File: config.mk
export PLATFORM = sky130hd
export DESIGN_NAME = cone_isolation_accumulator
export DESIGN_NICKNAME = d
export VERILOG_FILES = /design/src/rtl/cia_pkg.sv /design/src/rtl/cone_isolation_accumulator.sv
export SDC_FILE = /design/constraint.sdc
export NUM_CORES = 2
export LEC_CHECK = 0
export BUFFER_PORTS_ARGS = -buffer_cell sky130_fd_sc_hd__buf_2
export CAP_MARGIN = 20
export CORE_MARGIN = 5
export CORE_UTILIZATION = 38
export DETAILED_ROUTE_END_ITERATION = 12
export SYNTH_ARGS = -nofsm -noshare
export SYNTH_HDL_FRONTEND = slang
export SYNTH_SLANG_ARGS = --single-unit
File: constraint.sdc
create_clock -name clk -period 16.35 [get_ports clk]
set_input_delay 4.905 -clock clk [delete_from_list [all_inputs] [get_ports clk]]
set_output_delay 4.905 -clock clk [all_outputs]
set_load 0.02 [all_outputs]
File: src/rtl/cia_pkg.sv
// cone isolation accumulator: shared types, codes and constants
// used by cone_isolation_accumulator; depends on nothing else
`default_nettype none

package cia_pkg;

	// default widths of the angle, pt and sum datapaths
	localparam int DEF_ANGLE_BITS = 12;
	localparam int DEF_PT_BITS    = 16;
	localparam int DEF_SUM_BITS   = 24;

	// result field width on the output stream
	localparam int OUT_BITS    = 24;
	localparam int OUT_FIELDS_W = 4 * OUT_BITS;
	localparam int OUT_TDATA_W = ((OUT_FIELDS_W + 7) / 8) * 8;

	// configuration register widths
	localparam int DR_CFG_W   = 27;
	localparam int PT_CFG_W   = 16;
	localparam int MODE_W     = 2;
	localparam int BETA_W     = 9;
	localparam int BETA_FRAC  = 8;
	localparam int CFG_DATA_W = 27;
	localparam int CFG_IDX_W  = 3;

	// configuration reset values
	localparam logic [DR_CFG_W-1:0] RST_MIN_DR_SQ      = DR_CFG_W'(0);
	localparam logic [DR_CFG_W-1:0] RST_MAX_DR_SQ      = DR_CFG_W'(38000);
	localparam logic [MODE_W-1:0]   RST_ISO_MODE       = MODE_W'(0);
	localparam logic [PT_CFG_W-1:0] RST_MIN_NEUTRAL_PT = PT_CFG_W'(32);
	localparam logic [PT_CFG_W-1:0] RST_MIN_PILEUP_PT  = PT_CFG_W'(32);
	localparam logic [BETA_W-1:0]   RST_BETA_WEIGHT    = BETA_W'(128);

	// isolation modes, other codes are errors
	localparam logic [MODE_W-1:0] MODE_CHARGED    = 2'd0;
	localparam logic [MODE_W-1:0] MODE_DELTA_BETA = 2'd1;

	// configuration register indexes
	typedef enum logic [CFG_IDX_W-1:0] {
		REG_MIN_DR_SQ      = 3'd0,
		REG_MAX_DR_SQ      = 3'd1,
		REG_ISO_MODE       = 3'd2,
		REG_MIN_NEUTRAL_PT = 3'd3,
		REG_MIN_PILEUP_PT  = 3'd4,
		REG_BETA_WEIGHT    = 3'd5
	} cfg_reg_t;

	// input item kind carried on tuser
	typedef enum logic {
		REQ_REFERENCE = 1'b0,
		REQ_CANDIDATE = 1'b1
	} req_kind_t;

	// which sum a candidate goes into
	typedef enum logic [1:0] {
		ADD_NONE    = 2'd0,
		ADD_CHARGED = 2'd1,
		ADD_NEUTRAL = 2'd2,
		ADD_PILEUP  = 2'd3
	} add_sel_t;

endpackage

`default_nettype wire

File: src/rtl/cone_isolation_accumulator.sv
// cone isolation accumulator top level: cone test, pt sums, delta-beta result
// depends on cia_pkg
`default_nettype none

// Usage
// A reference item (s_tuser = 0) loads the eta and phi of the particle under
// study and clears the charged, neutral and pile-up sums. Candidate items
// (s_tuser = 1) follow; each one that is not the particle itself and lies in
// the ring between the inner and outer cone radius adds its pt to at most one
// sum. The candidate with s_tlast set ends the run: one result transfer carries
// isolation and the three sums, the sums are cleared. Configuration registers
// are written through cfg_we/cfg_index/cfg_wdata while no item is in flight.
// Timing: one input transfer per cycle is taken while s_tready is high. The
// pipeline has seven register stages (input, squares, cone test, sums, beta
// product, delta-beta term, output), and the result of a last candidate passes
// through them in that order to m_tvalid. The result stages hold up to four
// results; a stalled m_tready only holds the input back once they are full
// and another last candidate reaches the sum stage.
// Reset: arst_n clears all valid bits and the sums and loads the register
// reset values; reference eta and phi start at zero.
module cone_isolation_accumulator #(
	parameter int ANGLE_BITS = cia_pkg::DEF_ANGLE_BITS,
	parameter int PT_BITS    = cia_pkg::DEF_PT_BITS,
	parameter int SUM_BITS   = cia_pkg::DEF_SUM_BITS
) (
	input  wire logic                                  clk,
	input  wire logic                                  arst_n,
	// input stream
	input  wire logic                                  s_tvalid,
	output logic                                       s_tready,
	// coord_eta, coord_phi, trans_momentum, is_charged, vertex_assoc, is_self
	input  wire logic [((2*ANGLE_BITS+PT_BITS+5+7)/8)*8-1:0] s_tdata,
	// req_type
	input  wire logic                                  s_tuser,
	// last_cand
	input  wire logic                                  s_tlast,
	// result stream
	output logic                                       m_tvalid,
	input  wire logic                                  m_tready,
	// isolation, charged_total, neutral_total, pileup_total
	output logic [cia_pkg::OUT_TDATA_W-1:0]            m_tdata,
	// mode_error
	output logic                                       m_tuser,
	// configuration writes
	input  wire logic                                  cfg_we,
	input  wire logic [cia_pkg::CFG_IDX_W-1:0]         cfg_index,
	input  wire logic [cia_pkg::CFG_DATA_W-1:0]        cfg_wdata
);
	import cia_pkg::*;

	localparam int ETA_W   = ANGLE_BITS + 1;
	localparam int DETA_W  = ANGLE_BITS + 2;
	localparam int ESQ_W   = 2 * DETA_W;
	localparam int PSQ_W   = 2 * ANGLE_BITS;
	localparam int DR_W    = ESQ_W + 1;
	localparam int DRC_W   = (DR_W > DR_CFG_W) ? DR_W : DR_CFG_W;
	localparam int PTC_W   = (PT_BITS > PT_CFG_W) ? PT_BITS : PT_CFG_W;
	localparam int ACC_W   = ((SUM_BITS > PT_BITS) ? SUM_BITS : PT_BITS) + 1;
	localparam int PLUS_W  = SUM_BITS + BETA_FRAC;
	localparam int MINUS_W = SUM_BITS + BETA_W;
	localparam int PHI_LO  = ETA_W;
	localparam int PT_LO   = PHI_LO + ANGLE_BITS;
	localparam int CHG_POS = PT_LO + PT_BITS;
	localparam int VTX_LO  = CHG_POS + 1;
	localparam int SELF_POS = VTX_LO + 2;

	localparam logic [ACC_W-1:0] ACC_MAX =
		{{(ACC_W-SUM_BITS){1'b0}}, {SUM_BITS{1'b1}}};
	localparam logic [SUM_BITS:0] ISO_MAX = {1'b0, {SUM_BITS{1'b1}}};

	// configuration registers
	logic [DR_CFG_W-1:0] min_dr_sq_q, max_dr_sq_q;
	logic [MODE_W-1:0]   iso_mode_q;
	logic [PT_CFG_W-1:0] min_neutral_pt_q, min_pileup_pt_q;
	logic [BETA_W-1:0]   beta_weight_q;

	// configuration write decode
	always_ff @(posedge clk or negedge arst_n) begin
		if (!arst_n) begin
			min_dr_sq_q      <= RST_MIN_DR_SQ;
			max_dr_sq_q      <= RST_MAX_DR_SQ;
			iso_mode_q       <= RST_ISO_MODE;
			min_neutral_pt_q <= RST_MIN_NEUTRAL_PT;
			min_pileup_pt_q  <= RST_MIN_PILEUP_PT;
			beta_weight_q    <= RST_BETA_WEIGHT;
		end else if (cfg_we) begin
			unique case (cfg_reg_t'(cfg_index))
				REG_MIN_DR_SQ:      min_dr_sq_q      <= cfg_wdata[DR_CFG_W-1:0];
				REG_MAX_DR_SQ:      max_dr_sq_q      <= cfg_wdata[DR_CFG_W-1:0];
				REG_ISO_MODE:       iso_mode_q       <= cfg_wdata[MODE_W-1:0];
				REG_MIN_NEUTRAL_PT: min_neutral_pt_q <= cfg_wdata[PT_CFG_W-1:0];
				REG_MIN_PILEUP_PT:  min_pileup_pt_q  <= cfg_wdata[PT_CFG_W-1:0];
				REG_BETA_WEIGHT:    beta_weight_q    <= cfg_wdata[BETA_W-1:0];
				default: ;
			endcase
		end
	end

	// pipeline valid bits and payload
	logic v_s1, v_s2, v_s3, v_s4, v_s5, v_s6, out_v_q;

	req_kind_t                kind_s1, kind_s2, kind_s3;
	logic signed [ETA_W-1:0]  eta_s1;
	logic [ANGLE_BITS-1:0]    phi_s1;
	logic [PT_BITS-1:0]       pt_s1, pt_s2, pt_s3;
	logic                     chg_s1, chg_s2;
	logic [1:0]               vtx_s1, vtx_s2;
	logic                     self_s1, self_s2;
	logic                     last_s1, last_s2, last_s3;
	logic [ESQ_W-1:0]         eta_sq_s2;
	logic [PSQ_W-1:0]         phi_sq_s2;
	add_sel_t                 sel_s3;

	logic signed [ETA_W-1:0]  ref_eta_q;
	logic [ANGLE_BITS-1:0]    ref_phi_q;
	logic [SUM_BITS-1:0]      chg_acc_q, neu_acc_q, pu_acc_q;

	logic [SUM_BITS-1:0]      chg_s4, neu_s4, pu_s4;
	logic [SUM_BITS-1:0]      chg_s5, neu_s5, pu_s5;
	logic [PLUS_W-1:0]        plus_s5;
	logic [MINUS_W-1:0]       minus_s5;
	logic [SUM_BITS-1:0]      chg_s6, neu_s6, pu_s6, term_s6;
	logic [OUT_BITS-1:0]      iso_q, chg_out_q, neu_out_q, pu_out_q;
	logic                     err_q;

	// backpressure chain, the sum stage only waits when it holds a last candidate
	logic out_rdy, rdy6, rdy5, rdy4, rdy3, rdy2, rdy1;
	logic res_s3, go3;

	assign out_rdy = !out_v_q || m_tready;
	assign rdy6    = !v_s6 || out_rdy;
	assign rdy5    = !v_s5 || rdy6;
	assign rdy4    = !v_s4 || rdy5;
	assign res_s3  = (kind_s3 == REQ_CANDIDATE) && last_s3;
	assign go3     = v_s3 && (!res_s3 || rdy4);
	assign rdy3    = !v_s3 || go3;
	assign rdy2    = !v_s2 || rdy3;
	assign rdy1    = !v_s1 || rdy2;
	assign s_tready = rdy1;

	// valid bits
	always_ff @(posedge clk or negedge arst_n) begin
		if (!arst_n) begin
			v_s1    <= 1'b0;
			v_s2    <= 1'b0;
			v_s3    <= 1'b0;
			v_s4    <= 1'b0;
			v_s5    <= 1'b0;
			v_s6    <= 1'b0;
			out_v_q <= 1'b0;
		end else begin
			if (rdy1)    v_s1    <= s_tvalid;
			if (rdy2)    v_s2    <= v_s1;
			if (rdy3)    v_s3    <= v_s2;
			if (rdy4)    v_s4    <= go3 && res_s3;
			if (rdy5)    v_s5    <= v_s4;
			if (rdy6)    v_s6    <= v_s5;
			if (out_rdy) out_v_q <= v_s6;
		end
	end

	// stage 1: input register
	always_ff @(posedge clk) begin
		if (s_tvalid && rdy1) begin
			kind_s1 <= req_kind_t'(s_tuser);
			eta_s1  <= s_tdata[ETA_W-1:0];
			phi_s1  <= s_tdata[PHI_LO +: ANGLE_BITS];
			pt_s1   <= s_tdata[PT_LO +: PT_BITS];
			chg_s1  <= s_tdata[CHG_POS];
			vtx_s1  <= s_tdata[VTX_LO +: 2];
			self_s1 <= s_tdata[SELF_POS];
			last_s1 <= s_tlast;
		end
	end

	// reference particle, updated as the reference item leaves stage 1
	always_ff @(posedge clk or negedge arst_n) begin
		if (!arst_n) begin
			ref_eta_q <= '0;
			ref_phi_q <= '0;
		end else if (v_s1 && rdy2 && kind_s1 == REQ_REFERENCE) begin
			ref_eta_q <= eta_s1;
			ref_phi_q <= phi_s1;
		end
	end

	// angle differences with phi wrap, then squares
	logic signed [DETA_W-1:0]     deta;
	logic signed [ANGLE_BITS-1:0] dphi;
	logic signed [ESQ_W-1:0]      eta_prod;
	logic signed [PSQ_W-1:0]      phi_prod;

	assign deta     = DETA_W'(eta_s1) - DETA_W'(ref_eta_q);
	assign dphi     = phi_s1 - ref_phi_q;
	assign eta_prod = deta * deta;
	assign phi_prod = dphi * dphi;

	always_ff @(posedge clk) begin
		if (rdy2) begin
			kind_s2   <= kind_s1;
			eta_sq_s2 <= eta_prod;
			phi_sq_s2 <= phi_prod;
			pt_s2     <= pt_s1;
			chg_s2    <= chg_s1;
			vtx_s2    <= vtx_s1;
			self_s2   <= self_s1;
			last_s2   <= last_s1;
		end
	end

	// stage 2: cone test and choice of sum
	logic [DRC_W-1:0] dr;
	logic             in_cone;
	logic             neu_pass, pu_pass;
	add_sel_t         sel;

	assign dr       = DRC_W'(eta_sq_s2) + DRC_W'(phi_sq_s2);
	assign in_cone  = (dr >= DRC_W'(min_dr_sq_q)) && (dr <= DRC_W'(max_dr_sq_q));
	assign neu_pass = PTC_W'(pt_s2) > PTC_W'(min_neutral_pt_q);
	assign pu_pass  = PTC_W'(pt_s2) > PTC_W'(min_pileup_pt_q);

	always_comb begin
		sel = ADD_NONE;
		if (kind_s2 == REQ_CANDIDATE && !self_s2 && in_cone) begin
			if (!chg_s2) begin
				if (neu_pass) sel = ADD_NEUTRAL;
			end else if (vtx_s2[1]) begin
				sel = ADD_CHARGED;
			end else if (pu_pass) begin
				sel = ADD_PILEUP;
			end
		end
	end

	always_ff @(posedge clk) begin
		if (rdy3) begin
			kind_s3 <= kind_s2;
			sel_s3  <= sel;
			pt_s3   <= pt_s2;
			last_s3 <= last_s2;
		end
	end

	// stage 3: saturating accumulate into the chosen sum
	logic [ACC_W-1:0]    chg_sum, neu_sum, pu_sum;
	logic [SUM_BITS-1:0] chg_new, neu_new, pu_new;

	assign chg_sum = ACC_W'(chg_acc_q) + ACC_W'(pt_s3);
	assign neu_sum = ACC_W'(neu_acc_q) + ACC_W'(pt_s3);
	assign pu_sum  = ACC_W'(pu_acc_q) + ACC_W'(pt_s3);

	always_comb begin
		chg_new = chg_acc_q;
		neu_new = neu_acc_q;
		pu_new  = pu_acc_q;
		case (sel_s3)
			ADD_CHARGED: chg_new = SUM_BITS'((chg_sum > ACC_MAX) ? ACC_MAX : chg_sum);
			ADD_NEUTRAL: neu_new = SUM_BITS'((neu_sum > ACC_MAX) ? ACC_MAX : neu_sum);
			ADD_PILEUP:  pu_new  = SUM_BITS'((pu_sum > ACC_MAX) ? ACC_MAX : pu_sum);
			default: ;
		endcase
	end

	// sums clear on a reference item and after a last candidate
	always_ff @(posedge clk or negedge arst_n) begin
		if (!arst_n) begin
			chg_acc_q <= '0;
			neu_acc_q <= '0;
			pu_acc_q  <= '0;
		end else if (go3) begin
			if (kind_s3 == REQ_REFERENCE || last_s3) begin
				chg_acc_q <= '0;
				neu_acc_q <= '0;
				pu_acc_q  <= '0;
			end else begin
				chg_acc_q <= chg_new;
				neu_acc_q <= neu_new;
				pu_acc_q  <= pu_new;
			end
		end
	end

	// stage 4: sums of the finished run
	always_ff @(posedge clk) begin
		if (go3 && res_s3 && rdy4) begin
			chg_s4 <= chg_new;
			neu_s4 <= neu_new;
			pu_s4  <= pu_new;
		end
	end

	// stage 5: scaled neutral sum and beta-weighted pile-up
	always_ff @(posedge clk) begin
		if (rdy5) begin
			chg_s5   <= chg_s4;
			neu_s5   <= neu_s4;
			pu_s5    <= pu_s4;
			plus_s5  <= {neu_s4, {BETA_FRAC{1'b0}}};
			minus_s5 <= MINUS_W'(beta_weight_q) * MINUS_W'(pu_s4);
		end
	end

	// stage 6: delta-beta term, clipped at zero
	logic [MINUS_W-1:0] db_diff;
	logic               db_pos;

	assign db_diff = MINUS_W'(plus_s5) - minus_s5;
	assign db_pos  = MINUS_W'(plus_s5) > minus_s5;

	always_ff @(posedge clk) begin
		if (rdy6) begin
			chg_s6  <= chg_s5;
			neu_s6  <= neu_s5;
			pu_s6   <= pu_s5;
			term_s6 <= db_pos ? db_diff[PLUS_W-1:BETA_FRAC] : '0;
		end
	end

	// output register: isolation per mode
	logic [SUM_BITS:0]   iso_sum;
	logic [SUM_BITS-1:0] iso_val;
	logic                iso_err;

	assign iso_sum = {1'b0, chg_s6} + {1'b0, term_s6};

	always_comb begin
		iso_val = '0;
		iso_err = 1'b0;
		case (iso_mode_q)
			MODE_CHARGED:    iso_val = chg_s6;
			MODE_DELTA_BETA: iso_val = SUM_BITS'((iso_sum > ISO_MAX) ? ISO_MAX : iso_sum);
			default:         iso_err = 1'b1;
		endcase
	end

	always_ff @(posedge clk) begin
		if (out_rdy) begin
			iso_q     <= OUT_BITS'(iso_val);
			chg_out_q <= OUT_BITS'(chg_s6);
			neu_out_q <= OUT_BITS'(neu_s6);
			pu_out_q  <= OUT_BITS'(pu_s6);
			err_q     <= iso_err;
		end
	end

	assign m_tvalid = out_v_q;
	assign m_tdata  = OUT_TDATA_W'({pu_out_q, neu_out_q, chg_out_q, iso_q});
	assign m_tuser  = err_q;

	// sums are empty right after a run hands over its result
	assert property (@(posedge clk) disable iff (!arst_n)
		go3 && res_s3 |=> (chg_acc_q == '0) && (neu_acc_q == '0) && (pu_acc_q == '0))
		else $error("sums not cleared after last candidate");

	// an unknown mode reports zero isolation
	assert property (@(posedge clk) disable iff (!arst_n)
		m_tvalid && m_tuser |-> (m_tdata[OUT_BITS-1:0] == '0))
		else $error("isolation nonzero on mode error");

	// charged-only mode gives the charged sum as isolation
	assert property (@(posedge clk) disable iff (!arst_n)
		m_tvalid && (iso_mode_q == MODE_CHARGED)
		|-> !m_tuser && (m_tdata[OUT_BITS-1:0] == m_tdata[2*OUT_BITS-1:OUT_BITS]))
		else $error("charged mode isolation differs from charged sum");

endmodule

`default_nettype wire

==> key figures <==
Yosys
  • Synth Flop Type: edfxtp_1
  • Synth Area per Inst: 11.0 um2
  • Part of the Yosys area used for sequential elements: 40.1%
  • Ys async rst share: 28.4%
  • Synth cell types: 97
  • Synth Warn #: 0
  • Mapped Cells: 4610
  • Post-synth EDFFs: 507
  • Mapped Area: 50600 um2
  • #FFs+latches synth: 708

Cells and area
  • Layout Nets: 5736
  • Most common cell after layout, fill and taps aside: inv_1
  • Share of cells above drive strength 1: 9.60%
  • Syn-to-layout area delta: 11.3%
  • Commonest non-fill, non-tap cells in the layout: inv_1, edfxtp_1, fa_1, nand2_1, ha_1

Floorplanning
  • Starting Density: 38.4%
  • Core area: 132000 um2
  • IO Pins: 184
  • Chip Height: 375 um
  • # rows: 133
  • Chip width: 375 um
  • Die area: 140000 um2

Setup path
  • CP most frequent cell: buf_2
  • Req. time, crit path: 11.44 ns
  • Critical path's slowest cell: nor2_1
  • RR Startpoint: eta_s1[1]
  • Max FO, Critical Path: 5
  • WP buf/inv: 3
  • Critical path cell sequence: buf_2 > nor2b_1 > buf_4 > nand4_1 > nor2_1 > nand3_1 > buf_2
  • CP Launch Type: primary input
  • R2r setup slk: 6.88 ns
  • Critical R2R Capture: eta_sq_s2[27]
  • Max incr delay on CP: 0.39 ns
  • CP endpoint kind: output port
  • R2R depth: 30
  • CP top delay family: simple AND/OR/NAND/NOR gates
  • Crit path DAT: 6.47 ns
  • CP Class: in2out

Timing
  • PnR worst setup slack: 4.98 ns
  • Hold Vio Cnt, Final: 0
  • RSZ-0062 raised after global routing: false
  • Min Clock Period, post-route: 11.37 ns
  • Slew HR: 24.7%
  • Highest Clock Rate: 87.9 MHz
  • Final setup viols: 0
  • Pin slew with the least headroom to its limit: 1.13 ns
  • Final Max Slew Viols: 0
  • Period utilization: 69.6%
  • Clk_skew: 0.0470 ns
  • Setup TNS Final: 0 ns

Clock network
  • Post-CTS setup buffer count: 0
  • Clock root buffer: clkbuf_16
  • Hold buffers post-CTS: 0
  • CTS tree: built
  • H-tree depth: 3
  • Clk Latency, worst-skew pair: 0.68 ns
  • Clock sink total: 708
  • CTS buffer count: 78
  • Clock slew at reported path FFs: 0.06 ns
  • Max Root-Sink Buffers: 3
  • # resized after CTS: 0

Global routing
  • Number of global-route vias before repair: 34440
  • Largest net degree at the start of global routing: 85
  • Antenna violations before repair: 19
  • GRT Overall Usage: 16.9%
  • Total gr overflow: 0
  • First-pass GRT wire length: 189000 um

Drt
  • Detail-routed net length per standard cell: 17.7 um
  • DRT Pass-1 Iters: 5
  • Detailed Route Iter0 Violations: 1860
  • Routed WL: 117000 um
  • DR DRC count: 0
  • Via Count: 33042
  • Antenna-violating nets left: 0
  • Vias per inst: 4.99

Run
  • Max cap viols: 0

Hold path
  • Hold Crit Depth: 0
  • Worst hold path class: reg2reg
  • Hold path endpoint: last_s3
  • Start point of the worst min-delay path: last_s2

Placed design
  • Hpwl dp: 90200 um
  • Buffers on Ports: 179
  • Pre-CTS setup slack: 5.01 ns
  • Placer Congestion: 0.868

Outcome
  • Status: completed
## metal layers
layer | share of wire, % | global-route usage, % | up-vias
met5 | 0.022 | 0 | -
met4 | 2.2 | 3.77 | 4
met3 | 4.7 | 2.94 | 166
met2 | 50 | 29.6 | 684
met1 | 43 | 21.9 | 16349
li1 | - | - | 15839
## worst max-delay path by stage
stage	from	end	slack, ns	depth (start not counted)
finish	m_tready	s_tready	4.98	7
global route	m_tready	s_tready	4.87	7
CTS	m_tready	s_tready	4.99	7
detailed placement	m_tready	s_tready	5.01	7
global placement	m_tready	s_tready	5.06	7
floorplan	m_tready	s_tready	5.70	4
## cell families (layout without fill, tap and decap cells)
group / count (synthesis) / in the layout / synth area share, %
buffers and inverters: 830 / 1075 / 6.24
other: 1 / 9 / 0.00742
DFF: 708 / 708 / 40.1
muxes: 40 / 40 / 0.886
AOI/OAI and AO/OA: 798 / 798 / 10.5
adders and majority gates: 861 / 861 / 28.1
xor gates and xnor gates: 211 / 211 / 3.66
and+or+nand+nor: 1161 / 1161 / 10.5
## layout make-up
class	count	area, um2
antenna	7	17.5
clock buffer	100	2110
clock inverter	46	558
fill	12590	75500
inverter	709	2660
multi-input combinational	3073	27200
sequential	708	20300
tap	1755	2200
timing repair buffer	220	1220
## state kept, by name, indices dropped and copies added (netlist names), 27 cells and up
signal and flops:
eta_sq_s2 27, max_dr_sq_q 27, min_dr_sq_q 27, minus_s5 33
## per-stage QoR
step / hold WS, ns / util [%] / instances / area [um2]
after floorplan: 0.400 / - / 4611 / 50600
after global placement: 0.400 / 40.6 / 6462 / 53600
after detailed placement: 0.405 / 40.6 / 6463 / 53600
after CTS: 0.400 / 42.7 / 6609 / 56200
after global routing: 0.417 / 42.7 / 6611 / 56200
final: 0.407 / 42.7 / 6618 / 56300
## Yosys cell counts (32+ instances only)
library cell,number,area (um2)
dfrtp_1,192,4800
ha_1,403,5040
edfxtp_1,507,15200
and2_1,102,638
nor3_1,53,265
nand4_1,32,200
a21oi_1,185,926
a22o_1,43,377
xor2_1,59,517
clkbuf_1,97,364
o21ai_0,195,976
nor2b_1,40,250
mux2_2,38,428
a211oi_1,43,323
nor2_1,317,1190
inv_1,697,2620
nand3_1,52,260
xnor2_1,152,1330
a21o_1,87,653
nand2_1,442,1660
fa_1,458,9170
o21a_1,48,360
Power is not shown: default switching activity piles up to over one toggle a cycle in this logic, so the estimate is an artifact.
